--- src/hw/rtl/xorshift128_random_source_unit_defines.svh ---
// Assertion helpers shared by the RTL of the random source.
// Each expects clk and rst_n in scope at the point of use.
`ifndef XORSHIFT128_RANDOM_SOURCE_UNIT_DEFINES_SVH
`define XORSHIFT128_RANDOM_SOURCE_UNIT_DEFINES_SVH

// Same-cycle implication, checked out of reset
`define XSRS_ASSERT_NOW(label, ante, cons, msg) \
    label: assert property (@(posedge clk) disable iff (!rst_n) (ante) |-> (cons)) \
        else $error(msg);

// Next-cycle implication, checked out of reset
`define XSRS_ASSERT_NEXT(label, ante, cons, msg) \
    label: assert property (@(posedge clk) disable iff (!rst_n) (ante) |=> (cons)) \
        else $error(msg);

`endif

--- src/hw/rtl/xsrs_pkg.sv ---
package xsrs_pkg;

    localparam int unsigned WORD_W   = 32;
    localparam int unsigned VALUE_W  = 33;
    localparam int unsigned OPCODE_W = 3;

    // Request opcodes
    localparam logic [OPCODE_W-1:0] OP_WORD32  = 3'd0;
    localparam logic [OPCODE_W-1:0] OP_VALUE31 = 3'd1;
    localparam logic [OPCODE_W-1:0] OP_BELOW   = 3'd2;
    localparam logic [OPCODE_W-1:0] OP_RANGE   = 3'd3;
    localparam logic [OPCODE_W-1:0] OP_BIT     = 3'd4;

    // Start values of the upper three state words
    localparam logic [WORD_W-1:0] Y_START = 32'd842502087;
    localparam logic [WORD_W-1:0] Z_START = 32'd3579807591;
    localparam logic [WORD_W-1:0] W_START = 32'd273326509;

    // Bit buffer fill mark: 32 used means empty
    localparam logic [5:0] BITS_EMPTY = 6'd32;

    // What the back end has to do with a queued item
    typedef enum logic [2:0] {
        KIND_WORD32,
        KIND_VALUE31,
        KIND_BELOW,
        KIND_RANGE,
        KIND_BIT,
        KIND_NONE
    } kind_t;

    // One queued item: class, raw draw (or the bit in bit 0) and the bounds
    typedef struct packed {
        kind_t              kind;
        logic [WORD_W-1:0]  data;
        logic signed [31:0] lower_bound;
        logic signed [31:0] upper_bound;
    } item_t;

    // Queue status seen by the front and back ends
    typedef struct packed {
        logic full;
        logic empty;
    } q_status_t;

endpackage

--- src/hw/rtl/xsrs_front.sv ---
module xsrs_front (
    input  logic                              clk,
    input  logic                              rst_n,
    // seed register write
    input  logic                              cfg_valid,
    output logic                              cfg_ready,
    input  logic signed [31:0]                seed,
    // request side
    input  logic                              in_valid,
    output logic                              in_ready,
    input  logic [xsrs_pkg::OPCODE_W-1:0]     opcode,
    input  logic signed [31:0]                lower_bound,
    input  logic signed [31:0]                upper_bound,
    // queue side
    input  xsrs_pkg::q_status_t               q_status,
    output logic                              push,
    output xsrs_pkg::item_t                   push_item
);

    localparam int unsigned SHIFT_T  = 11;
    localparam int unsigned SHIFT_W  = 19;
    localparam int unsigned SHIFT_TT = 8;

    logic [31:0] word_x_reg, word_x_next;
    logic [31:0] word_y_reg, word_y_next;
    logic [31:0] word_z_reg, word_z_next;
    logic [31:0] word_w_reg, word_w_next;
    logic [31:0] bit_store_reg, bit_store_next;
    logic [5:0]  bits_used_reg, bits_used_next;
    logic [31:0] t_mix;
    logic [31:0] draw_val;
    logic        do_draw;

    assign cfg_ready = 1'b1;
    assign in_ready  = !q_status.full;
    assign push      = in_valid && !q_status.full;

    // One xorshift128 step from the current words
    always_comb
    begin
        t_mix    = word_x_reg ^ (word_x_reg << SHIFT_T);
        draw_val = word_w_reg ^ (word_w_reg >> SHIFT_W) ^ t_mix ^ (t_mix >> SHIFT_TT);
    end

    // Classify the request and work out the next generator state
    always_comb
    begin
        do_draw                 = 1'b0;
        bit_store_next          = bit_store_reg;
        bits_used_next          = bits_used_reg;
        push_item.kind          = xsrs_pkg::KIND_NONE;
        push_item.data          = draw_val;
        push_item.lower_bound   = lower_bound;
        push_item.upper_bound   = upper_bound;
        case (opcode)
            xsrs_pkg::OP_WORD32:
            begin
                do_draw        = push;
                push_item.kind = xsrs_pkg::KIND_WORD32;
            end
            xsrs_pkg::OP_VALUE31:
            begin
                do_draw        = push;
                push_item.kind = xsrs_pkg::KIND_VALUE31;
            end
            xsrs_pkg::OP_BELOW:
            begin
                do_draw        = push;
                push_item.kind = xsrs_pkg::KIND_BELOW;
            end
            xsrs_pkg::OP_RANGE:
            begin
                do_draw        = push;
                push_item.kind = xsrs_pkg::KIND_RANGE;
            end
            xsrs_pkg::OP_BIT:
            begin
                push_item.kind = xsrs_pkg::KIND_BIT;
                if (bits_used_reg[5])
                begin
                    // buffer empty: refill from a fresh draw
                    do_draw        = push;
                    push_item.data = {31'd0, draw_val[0]};
                    if (push)
                    begin
                        bit_store_next = draw_val;
                        bits_used_next = 6'd1;
                    end
                end
                else
                begin
                    push_item.data = {31'd0, bit_store_reg[1]};
                    if (push)
                    begin
                        bit_store_next = bit_store_reg >> 1;
                        bits_used_next = bits_used_reg + 6'd1;
                    end
                end
            end
            default:
            begin
                push_item.kind = xsrs_pkg::KIND_NONE;
            end
        endcase

        word_x_next = word_x_reg;
        word_y_next = word_y_reg;
        word_z_next = word_z_reg;
        word_w_next = word_w_reg;
        if (do_draw)
        begin
            word_x_next = word_y_reg;
            word_y_next = word_z_reg;
            word_z_next = word_w_reg;
            word_w_next = draw_val;
        end
        // seed write reseeds the generator and empties the bit buffer
        if (cfg_valid)
        begin
            word_x_next    = seed;
            word_y_next    = xsrs_pkg::Y_START;
            word_z_next    = xsrs_pkg::Z_START;
            word_w_next    = xsrs_pkg::W_START;
            bits_used_next = xsrs_pkg::BITS_EMPTY;
        end
    end

    // Generator words and buffer fill
    always_ff @(posedge clk or negedge rst_n)
    begin
        if (!rst_n)
        begin
            word_x_reg    <= '0;
            word_y_reg    <= xsrs_pkg::Y_START;
            word_z_reg    <= xsrs_pkg::Z_START;
            word_w_reg    <= xsrs_pkg::W_START;
            bits_used_reg <= xsrs_pkg::BITS_EMPTY;
        end
        else
        begin
            word_x_reg    <= word_x_next;
            word_y_reg    <= word_y_next;
            word_z_reg    <= word_z_next;
            word_w_reg    <= word_w_next;
            bits_used_reg <= bits_used_next;
        end
    end

    // Bit buffer payload, read only after a refill
    always_ff @(posedge clk)
    begin
        bit_store_reg <= bit_store_next;
    end

endmodule

--- config.mk ---
export PLATFORM = sky130hd
export DESIGN_NAME = xsrs_front
export DESIGN_NICKNAME = d
export VERILOG_FILES = /design/src/hw/rtl/xorshift128_random_source_unit_defines.svh /design/src/hw/rtl/xsrs_pkg.sv /design/src/hw/rtl/xsrs_front.sv
export SDC_FILE = /design/constraint.sdc
export NUM_CORES = 1
export LEC_CHECK = 0
export BUFFER_PORTS_ARGS = -buffer_cell sky130_fd_sc_hd__clkbuf_2
export CAP_MARGIN = 40
export CORE_MARGIN = 2
export CORE_UTILIZATION = 54
export DETAILED_ROUTE_END_ITERATION = 16
export PLACE_DENSITY = 0.82
export SYNTH_ARGS = -nofsm -noshare
export SYNTH_HDL_FRONTEND = slang
export SYNTH_SLANG_ARGS = --single-unit
--- constraint.sdc ---
create_clock -name clk -period 2.28 [get_ports clk]
set_input_delay 0.456 -clock clk [delete_from_list [all_inputs] [get_ports clk]]
set_output_delay 0.456 -clock clk [all_outputs]
set_load 0.01 [all_outputs]
==> metrics.md <==
| Metric | Value |
|---|---|
| Outcome | `finished with violations` |
| Failing checks | `setup timing` |
| Core footprint | `0.0158 mm²` |
| Sequential fraction of the synthesis area | `50.4%` |
| R2R Path End | `word_x_reg[16]$_DFFE_PN0P_` |
| Post-Syn Area | `0.00863 mm²` |
| Hold_buf cts | `0` |
| Synth area leader | `dfrtp_1` |
| Row Count | `46` |
| Worst setup startpoint | `word_x_reg[13]$_DFFE_PN0P_` |
| Initial core utilization | `54.7%` |
| Xor and xnor area share after synthesis | `9.96%` |
| Ant. Diodes | `0` |
| CTS tree | `yes` |
| Final Cycle Share | `105%` |
| Max layer used | `met4` |
| Via count | `6,930` |
| H-tree levels | `4` |
| Post-synth ARST share | `81.2%` |
| Worst setup margin | `-0.118 ns` |
| FF-to-FF setup slack | `0.13 ns` |
| Met1 WL | `9550 µm` |
| Startpoint Class | `flop` |
| Post-layout util | `67.8%` |
| Crit. path cell count | `5` |
| Crit-path max cell delay | `0.51 ns` |
| Post-synthesis mux area share | `0.392%` |
| Adder-Cell Fraction of Synth Area | `0.145%` |
| Worst-Margin Slew | `0.688 ns` |
| DRT iter0 DRCs | `812` |
| WS Path Type | `reg -> out` |
| TritonCTS Buffers | `17` |
| RSZ-0062 raised after global routing | `yes` |
| Layout Skew | `0.0103 ns` |
| Maximum vdd drop | `651 µV` |
| Drt wl/cell | `20.4 µm` |
| Reg clk slew, reported paths | `0.07 ns` |
| Die H | `130 µm` |
| Worst min path class | `in -> async` |
| Fillcell total | `1,091` |
| Post-synth EDFFs | `31` |
| Metal3 WL | `2330 µm` |
| Distinct cells, synth | `42` |
| Setup violators final | `18` |
| Multi-input gate area | `0.00442 mm²` |
| Power density over the cells | `893 mW/mm²` |
| Yosys warns | `0` |
| Synth top cells by count | `nand2_1 (195), a21oi_1 (108), dfrtp_1 (83)` |
| Chip Width | `130 µm` |
| Pre-antenna DRT Iters | `6` |
| Rel. slew slack | `54.2%` |
| Placer Congestion | `0.828` |
| Crit-path max FO | `3` |
| Final cell count without fillers | `1,182` |
| Register area | `0.00438 mm²` |
| Post-layout min period | `2.40 ns` |
| Power Total | `9550 µW` |
| Lkg Pwr | `0.00451 µW` |
| Fin. max-slew vios | `0` |
| Final TNS setup | `-0.761 ns` |
| DRC Markers | `0` |
| Routed wl met2 | `11,500 µm` |
| Placed Cells | `1,123` |
| # IOs | `207` |
| WL final | `24,100 µm` |
| Req. time, crit path | `1.82 ns` |
| Largest net degree at the start of global routing | `80` |
| Number of global-route vias before repair | `6,308` |
| Root buffer cell | `clkbuf_16` |
| CTS max path bufs | `2` |
| Syn Nets | `1,026` |
| Post-synthesis simple-gate area fraction | `19.7%` |
| Dpl hpwl | `13,800 µm` |
| Crit path arrival time | `1.94 ns` |
| CP Buf/Inv Count | `1` |
| Critical Path, Cell by Cell | `xnor2_4 -> xnor2_2 -> xor2_2 -> nor2_1 -> clkbuf_2` |
| Cells after Synth | `920` |
| Gr ovfl total | `0` |
| Gr usage total | `27.2%` |
| Compound-Gate Fraction of Synth Area | `10.6%` |
| Area grow syn2layout | `23.9%` |
| Ranking of synthesized cells by area | `dfrtp_1 (24%), dfstp_2 (16%), edfxtp_1 (11%)` |
| Initial antenna violation count | `0` |
| Clock Sinks | `165` |
| Layout cells sized above 1 | `34.1%` |
| Critical path's slowest cell | `dfrtp_2` |
| Critical path capture point type | `output port` |
| Top cell type's share of synthesized area | `24.1%` |
| Port bufs | `76` |
| FF-to-FF path depth | `6` |
| Vias/cell | `5.86` |
| Post-DRT Antenna Nets | `0` |
| Count leader, synth | `nand2_1` |
| R2R Path Start | `bits_used_reg[5]$_DFFE_PN1P_` |
| # nets final | `1,059` |
| Fmax | `417 MHz` |
| Main synth FF type | `dfrtp_1` |
| Die area | `0.0170 mm²` |
| Final hold vios | `0` |
| Largest family of logic cells by synthesized area | `simple AND/OR/NAND/NOR gates` |
| Delay-heaviest family, CP | `XOR/XNOR gates` |
| Avg Cell Area, Syn | `9.38 µm²` |
| Yosys reg bits | `165` |
| Clk_lat worst skew | `0.44 ns` |
| First-pass GRT wire length | `34,800 µm` |
| Max Cap Violations | `0` |
cells in the final DEF (no fill, tap or decap), drive strengths merged, types with 6 or more instances in the layout:
cell type,synthesis,final
dfrtp,83,83
nor2b,36,36
or3b,11,11
or3,8,8
nand3b,38,38
a211oi,9,9
o21ai,43,43
nand2,195,195
xnor2,65,65
a21oi,109,109
edfxtp,31,31
nor2,44,44
clkbuf,39,88
dfstp,51,51
nor3,10,10
buf,84,68
xor2,28,28
nand3,6,6
logic make-up (layout without fill, tap and decap cells):
family,Yosys count,after routing
simple gates,356,356
compound gates,172,172
flops,165,165
buf+inv,127,173
xor+xnor,95,95
mux,3,3
fa+ha+maj,1,1
other cells,1,1
cell type report:
| cell class | instances | area share (%) |
|---|---|---|
| clock buffers | 19 | 4.14 |
| clock inverters | 13 | 1.91 |
| inverters | 4 | 0.140 |
| multi-input cells | 628 | 41.3 |
| flip-flops and latches | 165 | 40.9 |
| well taps | 216 | 2.53 |
| repair buffers | 137 | 9.00 |
worst max path at each step:
stage	end	slack, ns
floorplan	bits_used_reg[0]$_DFFE_PN0P_	0.09
global placement	word_w_reg[1]$_DFFE_PN0P_	0.12
detailed placement	word_w_reg[1]$_DFFE_PN0P_	0.11
CTS	push_item[71]	-0.03
global route	push_item[69]	-0.18
finish	push_item[69]	-0.12
stage by stage:
| step | hold WS [ns] | worst slack, ns | cell area, µm² |
|---|---|---|---|
| 3_3_place_gp | 0.463 | 0.118 | 8930 |
| 3_5_place_dp | 0.466 | 0.109 | 8930 |
| 2_1_floorplan | 0.160 | 0.0926 | 8630 |
| 4_1_cts | 0.00761 | -0.0322 | 10300 |
| 5_1_grt | 0.0218 | -0.180 | 10700 |
| 6_report | 0.000679 | -0.118 | 10700 |
report_power, final:
part           internal [µW]  switching [µW]  total [µW]
Sequential              3300             283        3580
Combinational           1290            1470        2760
Clock                   1970            1240        3210
metal layers:
layer | global-route usage, % | vias up
li1 | - | 3027
met1 | 37.0 | 3390
met2 | 42.7 | 443
met3 | 6.92 | 70
met4 | 10.4 | 0
met5 | 0 | -
what timing repair did:
item,CTS,global route
pin swaps,30,33
gates resized for setup,84,51
endpoints found under the setup margin,26,27
buffers inserted,17,12
Power figures use the tool's default switching activity.
