$ cat config.mk
export PLATFORM = sky130hd
export DESIGN_NAME = xsrs_queue
export DESIGN_NICKNAME = d
export VERILOG_FILES = /design/src/hw/rtl/xsrs_pkg.sv /design/src/hw/rtl/xsrs_queue.sv
export VERILOG_INCLUDE_DIRS = /design/src /design/src/hw/rtl
export SDC_FILE = /design/constraint.sdc
export NUM_CORES = 1
export LEC_CHECK = 0
export ABC_CLOCK_PERIOD_IN_PS = 12890
export BUFFER_PORTS_ARGS = -buffer_cell sky130_fd_sc_hd__buf_4
export CAP_MARGIN = 40
export CORE_MARGIN = 4
export CORE_UTILIZATION = 34
export CTS_BUF_LIST = sky130_fd_sc_hd__clkbuf_16
export DETAILED_ROUTE_END_ITERATION = 8
export GPL_TIMING_DRIVEN = 1
export HOLD_SLACK_MARGIN = 0.1
export SKIP_LAST_GASP = 1
export SLEW_MARGIN = 20
export SYNTH_ARGS = -nofsm -noshare
export SYNTH_HDL_FRONTEND = slang
export SYNTH_SLANG_ARGS = --single-unit
$ cat constraint.sdc
create_clock -name clk -period 12.89 [get_ports clk]
set_clock_uncertainty 0.2 [all_clocks]
set_input_delay 1.289 -clock clk [delete_from_list [all_inputs] [get_ports clk]]
set_output_delay 1.289 -clock clk [all_outputs]
set_load 0.02 [all_outputs]
$ cat src/hw/rtl/xorshift128_random_source_unit_defines.svh
// Assertion helpers shared by the RTL of the random source.
// Each expects clk and rst_n in scope at the point of use.
`ifndef XORSHIFT128_RANDOM_SOURCE_UNIT_DEFINES_SVH
`define XORSHIFT128_RANDOM_SOURCE_UNIT_DEFINES_SVH

// Same-cycle implication, checked out of reset
`define XSRS_ASSERT_NOW(label, ante, cons, msg) \
    label: assert property (@(posedge clk) disable iff (!rst_n) (ante) |-> (cons)) \
        else $error(msg);

// Next-cycle implication, checked out of reset
`define XSRS_ASSERT_NEXT(label, ante, cons, msg) \
    label: assert property (@(posedge clk) disable iff (!rst_n) (ante) |=> (cons)) \
        else $error(msg);

`endif

$ cat src/hw/rtl/xsrs_pkg.sv
package xsrs_pkg;

    localparam int unsigned WORD_W   = 32;
    localparam int unsigned VALUE_W  = 33;
    localparam int unsigned OPCODE_W = 3;

    // Request opcodes
    localparam logic [OPCODE_W-1:0] OP_WORD32  = 3'd0;
    localparam logic [OPCODE_W-1:0] OP_VALUE31 = 3'd1;
    localparam logic [OPCODE_W-1:0] OP_BELOW   = 3'd2;
    localparam logic [OPCODE_W-1:0] OP_RANGE   = 3'd3;
    localparam logic [OPCODE_W-1:0] OP_BIT     = 3'd4;

    // Start values of the upper three state words
    localparam logic [WORD_W-1:0] Y_START = 32'd842502087;
    localparam logic [WORD_W-1:0] Z_START = 32'd3579807591;
    localparam logic [WORD_W-1:0] W_START = 32'd273326509;

    // Bit buffer fill mark: 32 used means empty
    localparam logic [5:0] BITS_EMPTY = 6'd32;

    // What the back end has to do with a queued item
    typedef enum logic [2:0] {
        KIND_WORD32,
        KIND_VALUE31,
        KIND_BELOW,
        KIND_RANGE,
        KIND_BIT,
        KIND_NONE
    } kind_t;

    // One queued item: class, raw draw (or the bit in bit 0) and the bounds
    typedef struct packed {
        kind_t              kind;
        logic [WORD_W-1:0]  data;
        logic signed [31:0] lower_bound;
        logic signed [31:0] upper_bound;
    } item_t;

    // Queue status seen by the front and back ends
    typedef struct packed {
        logic full;
        logic empty;
    } q_status_t;

endpackage

$ cat src/hw/rtl/xsrs_queue.sv
`include "xorshift128_random_source_unit_defines.svh"

module xsrs_queue #(
    parameter int unsigned DEPTH = 2
) (
    input  logic                 clk,
    input  logic                 rst_n,
    input  logic                 push,
    input  xsrs_pkg::item_t      push_item,
    input  logic                 pop,
    output xsrs_pkg::item_t      head_item,
    output xsrs_pkg::q_status_t  q_status
);

    localparam int unsigned PTR_W = (DEPTH > 1) ? $clog2(DEPTH) : 1;
    localparam int unsigned CNT_W = $clog2(DEPTH + 1);

    xsrs_pkg::item_t  slot_reg [DEPTH];
    logic [PTR_W-1:0] wr_ptr_reg, wr_ptr_next;
    logic [PTR_W-1:0] rd_ptr_reg, rd_ptr_next;
    logic [CNT_W-1:0] count_reg, count_next;

    assign q_status.full  = (count_reg == CNT_W'(DEPTH));
    assign q_status.empty = (count_reg == '0);
    assign head_item      = slot_reg[rd_ptr_reg];

    // Pointer wrap and occupancy
    always_comb
    begin
        wr_ptr_next = wr_ptr_reg;
        rd_ptr_next = rd_ptr_reg;
        count_next  = count_reg;
        if (push)
        begin
            wr_ptr_next = (wr_ptr_reg == PTR_W'(DEPTH - 1)) ? '0 : wr_ptr_reg + 1'b1;
        end
        if (pop)
        begin
            rd_ptr_next = (rd_ptr_reg == PTR_W'(DEPTH - 1)) ? '0 : rd_ptr_reg + 1'b1;
        end
        if (push && !pop)
        begin
            count_next = count_reg + 1'b1;
        end
        else if (pop && !push)
        begin
            count_next = count_reg - 1'b1;
        end
    end

    always_ff @(posedge clk or negedge rst_n)
    begin
        if (!rst_n)
        begin
            wr_ptr_reg <= '0;
            rd_ptr_reg <= '0;
            count_reg  <= '0;
        end
        else
        begin
            wr_ptr_reg <= wr_ptr_next;
            rd_ptr_reg <= rd_ptr_next;
            count_reg  <= count_next;
        end
    end

    // Slot storage
    always_ff @(posedge clk)
    begin
        if (push)
        begin
            slot_reg[wr_ptr_reg] <= push_item;
        end
    end

    `XSRS_ASSERT_NOW(a_q_no_overflow, push, !q_status.full || pop, "queue written while full")
    `XSRS_ASSERT_NOW(a_q_no_underflow, pop, !q_status.empty, "queue read while empty")
    `XSRS_ASSERT_NEXT(a_q_count_up, push && !pop, count_reg == $past(count_reg) + 1'b1, "count did not rise on write")

endmodule

==> results of run 1 <==
## how the worst max path moves through the flow
stage                                       from                        to  slack [ns]  depth (start not counted)
after detailed placement  rd_ptr_reg$_DFFE_PN0P_             head_item[82]        9.41                          4
after CTS                 rd_ptr_reg$_DFFE_PN0P_             head_item[82]        8.86                          4
after global placement    rd_ptr_reg$_DFFE_PN0P_             head_item[82]        8.89                          3
after floorplan                             push  slot_reg[0][0]$_DFFE_PP_        6.52                          1
after global routing      rd_ptr_reg$_DFFE_PN0P_             head_item[82]        8.81                          4
final                     rd_ptr_reg$_DFFE_PN0P_             head_item[91]        8.91                          4
## critical path, delay by kind of cell, from the launching register on
kind | cells | cell delay (ns)
flip-flops | 1 | 0.70
buffers and inverters | 3 | 0.94
multiplexers | 1 | 0.33
## stage by stage
stage,setup WS [ns],util,std cells
detailed placement,9.41,0.424,807
global route,8.81,0.457,845
CTS,8.86,0.457,845
global placement,8.89,0.421,805
floorplan,6.52,-,324
finish,8.91,0.457,845
## cell type report
type | count | area [um2] | area share
clock buffer | 23 | 576 | 0.0557
clock inverter | 15 | 173 | 0.0167
inverter | 1 | 3.75 | 0.000363
multi-input combinational | 110 | 1580 | 0.153
sequential | 202 | 6050 | 0.585
tap | 285 | 357 | 0.0345
timing repair buffer | 209 | 1600 | 0.155
## report_power, final
group | switching, mW | internal [mW] | total [mW] | leakage [nW]
clock | 0.240 | 0.401 | 0.641 | 0.377
sequential | 0.0528 | 0.874 | 0.927 | 1.90
combinational | 0.427 | 0.427 | 0.854 | 1.88
## routing by layer
layer | vias up | global-route usage
li1 | 1728 | -
met1 | 1781 | 0.132
met2 | 143 | 0.194
met3 | 23 | 0.0413
met4 | 2 | 0.0272
met5 | - | 0
## cells by family (layout without fill, tap and decap cells)
logic type	count (synthesis)	count (layout)	synth area share
flip-flops	202	202	0.772
multiplexers	99	99	0.190
buffers and inverters	12	248	0.0275
XOR/XNOR	5	5	0.00559
AND/OR/NAND/NOR	5	5	0.00336
adder cells (fa/ha/maj)	1	1	0.00160
## cells in the mapped netlist
master    number  area [um2]
dfrtp_1        4         100
nor2_1         2        7.51
buf_6          1        11.3
buf_12        10         200
edfxtp_1     198        5950
nor2b_1        2        12.5
ha_1           1        12.5
and2_1         1        6.26
inv_1          1        3.75
xor2_1         4        35.0
mux2_4        99        1490
xnor2_1        1        8.76
==> results.json, run 1 <==
{
  "r2r_cells": 2,
  "ir_drop_v": 0.000145,
  "pwr_density_cell_mw_per_mm2": 234,
  "crit_required_ns": 11.40,
  "diodes": 0,
  "gp_congestion": 0.700,
  "start_util": 0.346,
  "dieArea_mm2": 0.0255,
  "wirelength_um": 15000,
  "syn-cell-area_mm2": 0.00783,
  "crit_path_end_kind": "primary output",
  "slowest_stage": "dfrtp_4",
  "drive_gt1_frac": 0.616,
  "clk_latency_ns": 0.49,
  "place_hpwl_um": 10300,
  "cts-root-buf": "clkbuf_16",
  "hold_buffers": 0,
  "synth_area_per_cell_um2": 24.2,
  "worstHoldPathCells": 1,
  "largest_reg_flops": 198,
  "rsz0062_at_grt": "false",
  "path_common_cell": "buf_4",
  "grt_remaining_overflow": 0,
  "yosysUniqueCellTypes": 12,
  "fin_crit_ns": 3.98,
  "avgViaCountPerCell": 4.35,
  "top_layer_used": "met5",
  "wl_per_cell_um": 17.8,
  "hold_ws_ns": 0.322,
  "max-slew-margin-rel": 0.502,
  "vias": 3677,
  "final.setup.tns_ns": 0,
  "crit_path_start_kind": "flop",
  "buffer_ports.inserted": 203,
  "cts.path.max_buffers": 3,
  "syn2layout_area_growth_pct": 32.0,
  "core_area_mm2": 0.0226,
  "die_x_um": 160,
  "r2r-end": "slot_reg[1][54]$_DFFE_PP_",
  "clk_pin_slew_worst_paths_ns": 0.06,
  "drt_iter0_markers": 163,
  "fin_crit_sh": 0.309,
  "synth_warnings": 0,
  "wl_met1_um": 6020,
  "fillers": 1931,
  "cts_tree": "done",
  "die_height_um": 160,
  "cts_max_level": 1,
  "place_area_mm2": 0.00959,
  "antenna_found_initial": 1,
  "finalPower_mw": 2.42,
  "antenna_left": 0,
  "cp_cell_sequence": "buf_4, buf_12, mux2_4, buf_4",
  "rrSetupSlack_ns": 10.53,
  "max_freq_mhz": 251,
  "wl_met2_um": 7480,
  "synth_seq_cells": 202,
  "leakage_nw": 4.16,
  "setup_viol": 0,
  "placementRows": 55,
  "hold_violations": 0,
  "pin_count": 204,
  "critPathKind": "reg -> out",
  "worstHoldPathType": "reg -> reg",
  "grt_pass1_vias": 4042,
  "cp_max_fo": 27,
  "tightest_slew_ns": 0.747,
  "grt_pass1_wl_um": 22600,
  "cp.arrival_ns": 2.49,
  "layout_common_cells": "buf_4, edfxtp_1, mux2_4, clkbuf_16, clkinv_2",
  "post_cts_buffers": 0,
  "final_common_cell": "buf_4",
  "cts.sinks": 202,
  "grt_start_max_net_pins": 55,
  "design_area_mm2": 0.0103,
  "slew_viol_final": 0,
  "track_usage": 0.112,
  "nets": 650,
  "r2r-start": "wr_ptr_reg$_DFFE_PN0P_",
  "min_from": "count_reg[1]$_DFFE_PN0P_",
  "synthesis.nets": 428,
  "seq_area_frac_synth": 0.772,
  "ctsResizeCount": 0,
  "numCtsBuffers": 22,
  "dr.pass1.iters": 4,
  "synthCells": 324,
  "maxCapViolations": 0,
  "status": "completed",
  "drc": 0,
  "met3RoutedLength_um": 1230,
  "hold_path_end": "count_reg[1]$_DFFE_PN0P_",
  "worst_path_largest_cell_delay_ns": 0.70
}
Note: power is estimated with default switching activity, not from simulation.
==> run 2: changes to the inputs <==
--- a/config.mk
+++ b/config.mk
@@ -6,7 +6,7 @@
 export SDC_FILE = /design/constraint.sdc
 export NUM_CORES = 1
 export LEC_CHECK = 0
-export ABC_CLOCK_PERIOD_IN_PS = 12890
+export ABC_CLOCK_PERIOD_IN_PS = 3900
 export BUFFER_PORTS_ARGS = -buffer_cell sky130_fd_sc_hd__buf_4
 export CAP_MARGIN = 40
 export CORE_MARGIN = 4
==> constraint.sdc (replaced) <==
create_clock -name clk -period 3.9 [get_ports clk]
set_clock_uncertainty 0.2 [all_clocks]
set_input_delay 0.39 -clock clk [delete_from_list [all_inputs] [get_ports clk]]
set_output_delay 0.39 -clock clk [all_outputs]
set_load 0.02 [all_outputs]
==> results.json, run 2 (synthesis results as in run 1) <==
{
  "status": "completed",
  "setup_viol": 0,
  "gp_congestion": 0.692,
  "die_height_um": 160,
  "tightest_slew_ns": 0.504,
  "final_core_util": 0.506,
  "cts-root-buf": "clkbuf_16",
  "cp_max_fo": 27,
  "cp_top_family": "buffers and inverters",
  "cts.sinks": 202,
  "crit_required_ns": 3.31,
  "syn2layout_area_growth_pct": 46.2,
  "worst_path_largest_cell_delay_ns": 0.55,
  "clk_pin_slew_worst_paths_ns": 0.05,
  "switchingPower_mw": 2.39,
  "track_usage": 0.118,
  "hold_violations": 0,
  "max-slew-margin-rel": 0.664,
  "place_area_mm2": 0.00961,
  "layout_common_cells": "buf_4, edfxtp_1, dlygate4sd3_1, mux2_4, clkbuf_16",
  "fillers": 1832,
  "dieArea_mm2": 0.0255,
  "buffer_ports.inserted": 203,
  "design_area_mm2": 0.0114,
  "cts.path.max_buffers": 3,
  "wirelength_um": 15800,
  "drive_gt1_frac": 0.517,
  "swShare": 0.293,
  "drt_iter0_markers": 151,
  "slew_viol_final": 0,
  "clkPwrFrac": 0.265,
  "rsz0062_at_grt": "false",
  "crit_path_start_kind": "flop",
  "intPower_mw": 5.78,
  "nets": 757,
  "pwr_density_cell_mw_per_mm2": 713,
  "cp.arrival_ns": 2.03,
  "grt_remaining_overflow": 0,
  "antenna_found_initial": 1,
  "grt_pass1_vias": 4544,
  "final_common_cell": "buf_4",
  "drc": 0,
  "start_util": 0.346,
  "fin_crit_ns": 2.62,
  "hold_ws_ns": 0.295,
  "maxCapViolations": 0,
  "grt_start_max_net_pins": 63,
  "max_freq_mhz": 381,
  "largest_reg_flops": 198,
  "placementRows": 55,
  "ctsResizeCount": 0,
  "path_common_cell": "buf_4",
  "antenna_left": 0,
  "finalPower_mw": 8.17,
  "ir_drop_v": 0.000491,
  "grt_pass1_wl_um": 24300,
  "cts_max_level": 1,
  "leakage_nw": 4.64,
  "crit_path_end_kind": "primary output",
  "wl_per_cell_um": 16.6,
  "seqPwrFrac": 0.370,
  "fin_crit_sh": 0.672,
  "path_buf_inv": 2,
  "slowest_stage": "dfrtp_4",
  "dr.pass1.iters": 4,
  "avgViaCountPerCell": 4.32,
  "pin_count": 204,
  "core_area_mm2": 0.0226,
  "cp_cell_sequence": "buf_4, mux2_4, buf_4",
  "combPwrFrac": 0.364,
  "place_hpwl_um": 10400,
  "worstHoldPathType": "reg -> reg",
  "clk_latency_ns": 0.48,
  "final.setup.tns_ns": 0,
  "numCtsBuffers": 23,
  "vias": 4128,
  "cts_tree": "done",
  "critPathKind": "reg -> out",
  "die_x_um": 160
}
[run 2: routing by layer]
layer	up-vias	track usage	wire length (um)
li1	1943	-	-
met1	2018	0.135	6150
met2	143	0.213	8170
met3	24	0.0397	1220
met4	0	0.0284	285
met5	-	0	0
[run 2: cell type report]
cell class                      instances  area (um2)  share of cell area
Antenna cell                            1        2.50            0.000219
Clock buffer                           23         576              0.0503
Clock inverter                         18         208              0.0181
Inverter                                1        3.75            0.000328
Multi-Input combinational cell        110        1580               0.138
Sequential cell                       202        6050               0.528
Tap cell                              285         357              0.0311
Timing Repair Buffer                  315        2680               0.234
[run 2: final timing paths]
| path | startpoint | end | slack (ns) | cells after the start |
|---|---|---|---|---|
| min in group asynchronous | rst_n | rd_ptr_reg$_DFFE_PN0P_ | 0.66 | 3 |
| max in group asynchronous | rst_n | rd_ptr_reg$_DFFE_PN0P_ | 2.63 | 3 |
| hold / removal | count_reg[1]$_DFFE_PN0P_ | count_reg[1]$_DFFE_PN0P_ | 0.30 | 1 |
| setup / recovery | rd_ptr_reg$_DFFE_PN0P_ | head_item[30] | 1.28 | 3 |
| hold reg to reg | count_reg[1]$_DFFE_PN0P_ | count_reg[1]$_DFFE_PN0P_ | 0.30 | 1 |
| setup reg to reg | wr_ptr_reg$_DFFE_PN0P_ | slot_reg[1][59]$_DFFE_PP_ | 1.90 | 3 |
[run 2: power by group through the flow]
stage	Combinational, mW	Sequential, mW	Clock, mW
finish	2.98	3.02	2.17
CTS	3.01	3.03	2.24
floorplan	2.09	3.04	0
detailed placement	2.92	3.08	0
global route	3.15	3.06	2.34
global placement	2.88	3.05	0
[run 2: worst reg2reg max path: cells and delay by family, from the launching register on]
family	cells	cell delay, ns
buffers and inverters	2	0.65
DFF	1	0.43
and+or+nand+nor	1	0.40
[run 2: timing repair]
action / 4_1_cts / 5_1_grt
hold buffers: 103 / 0
setup buffers: 0 / 0
setup endpoints to repair: 0 / 0
hold endpoints to repair: 205 / 0
[run 2: through the flow]
step / worst slack, ns / cells
2_1_floorplan: 0.279 / 324
3_3_place_gp: 1.65 / 808
3_5_place_dp: 1.74 / 809
4_1_cts: 1.21 / 953
5_1_grt: 1.17 / 954
6_report: 1.28 / 955
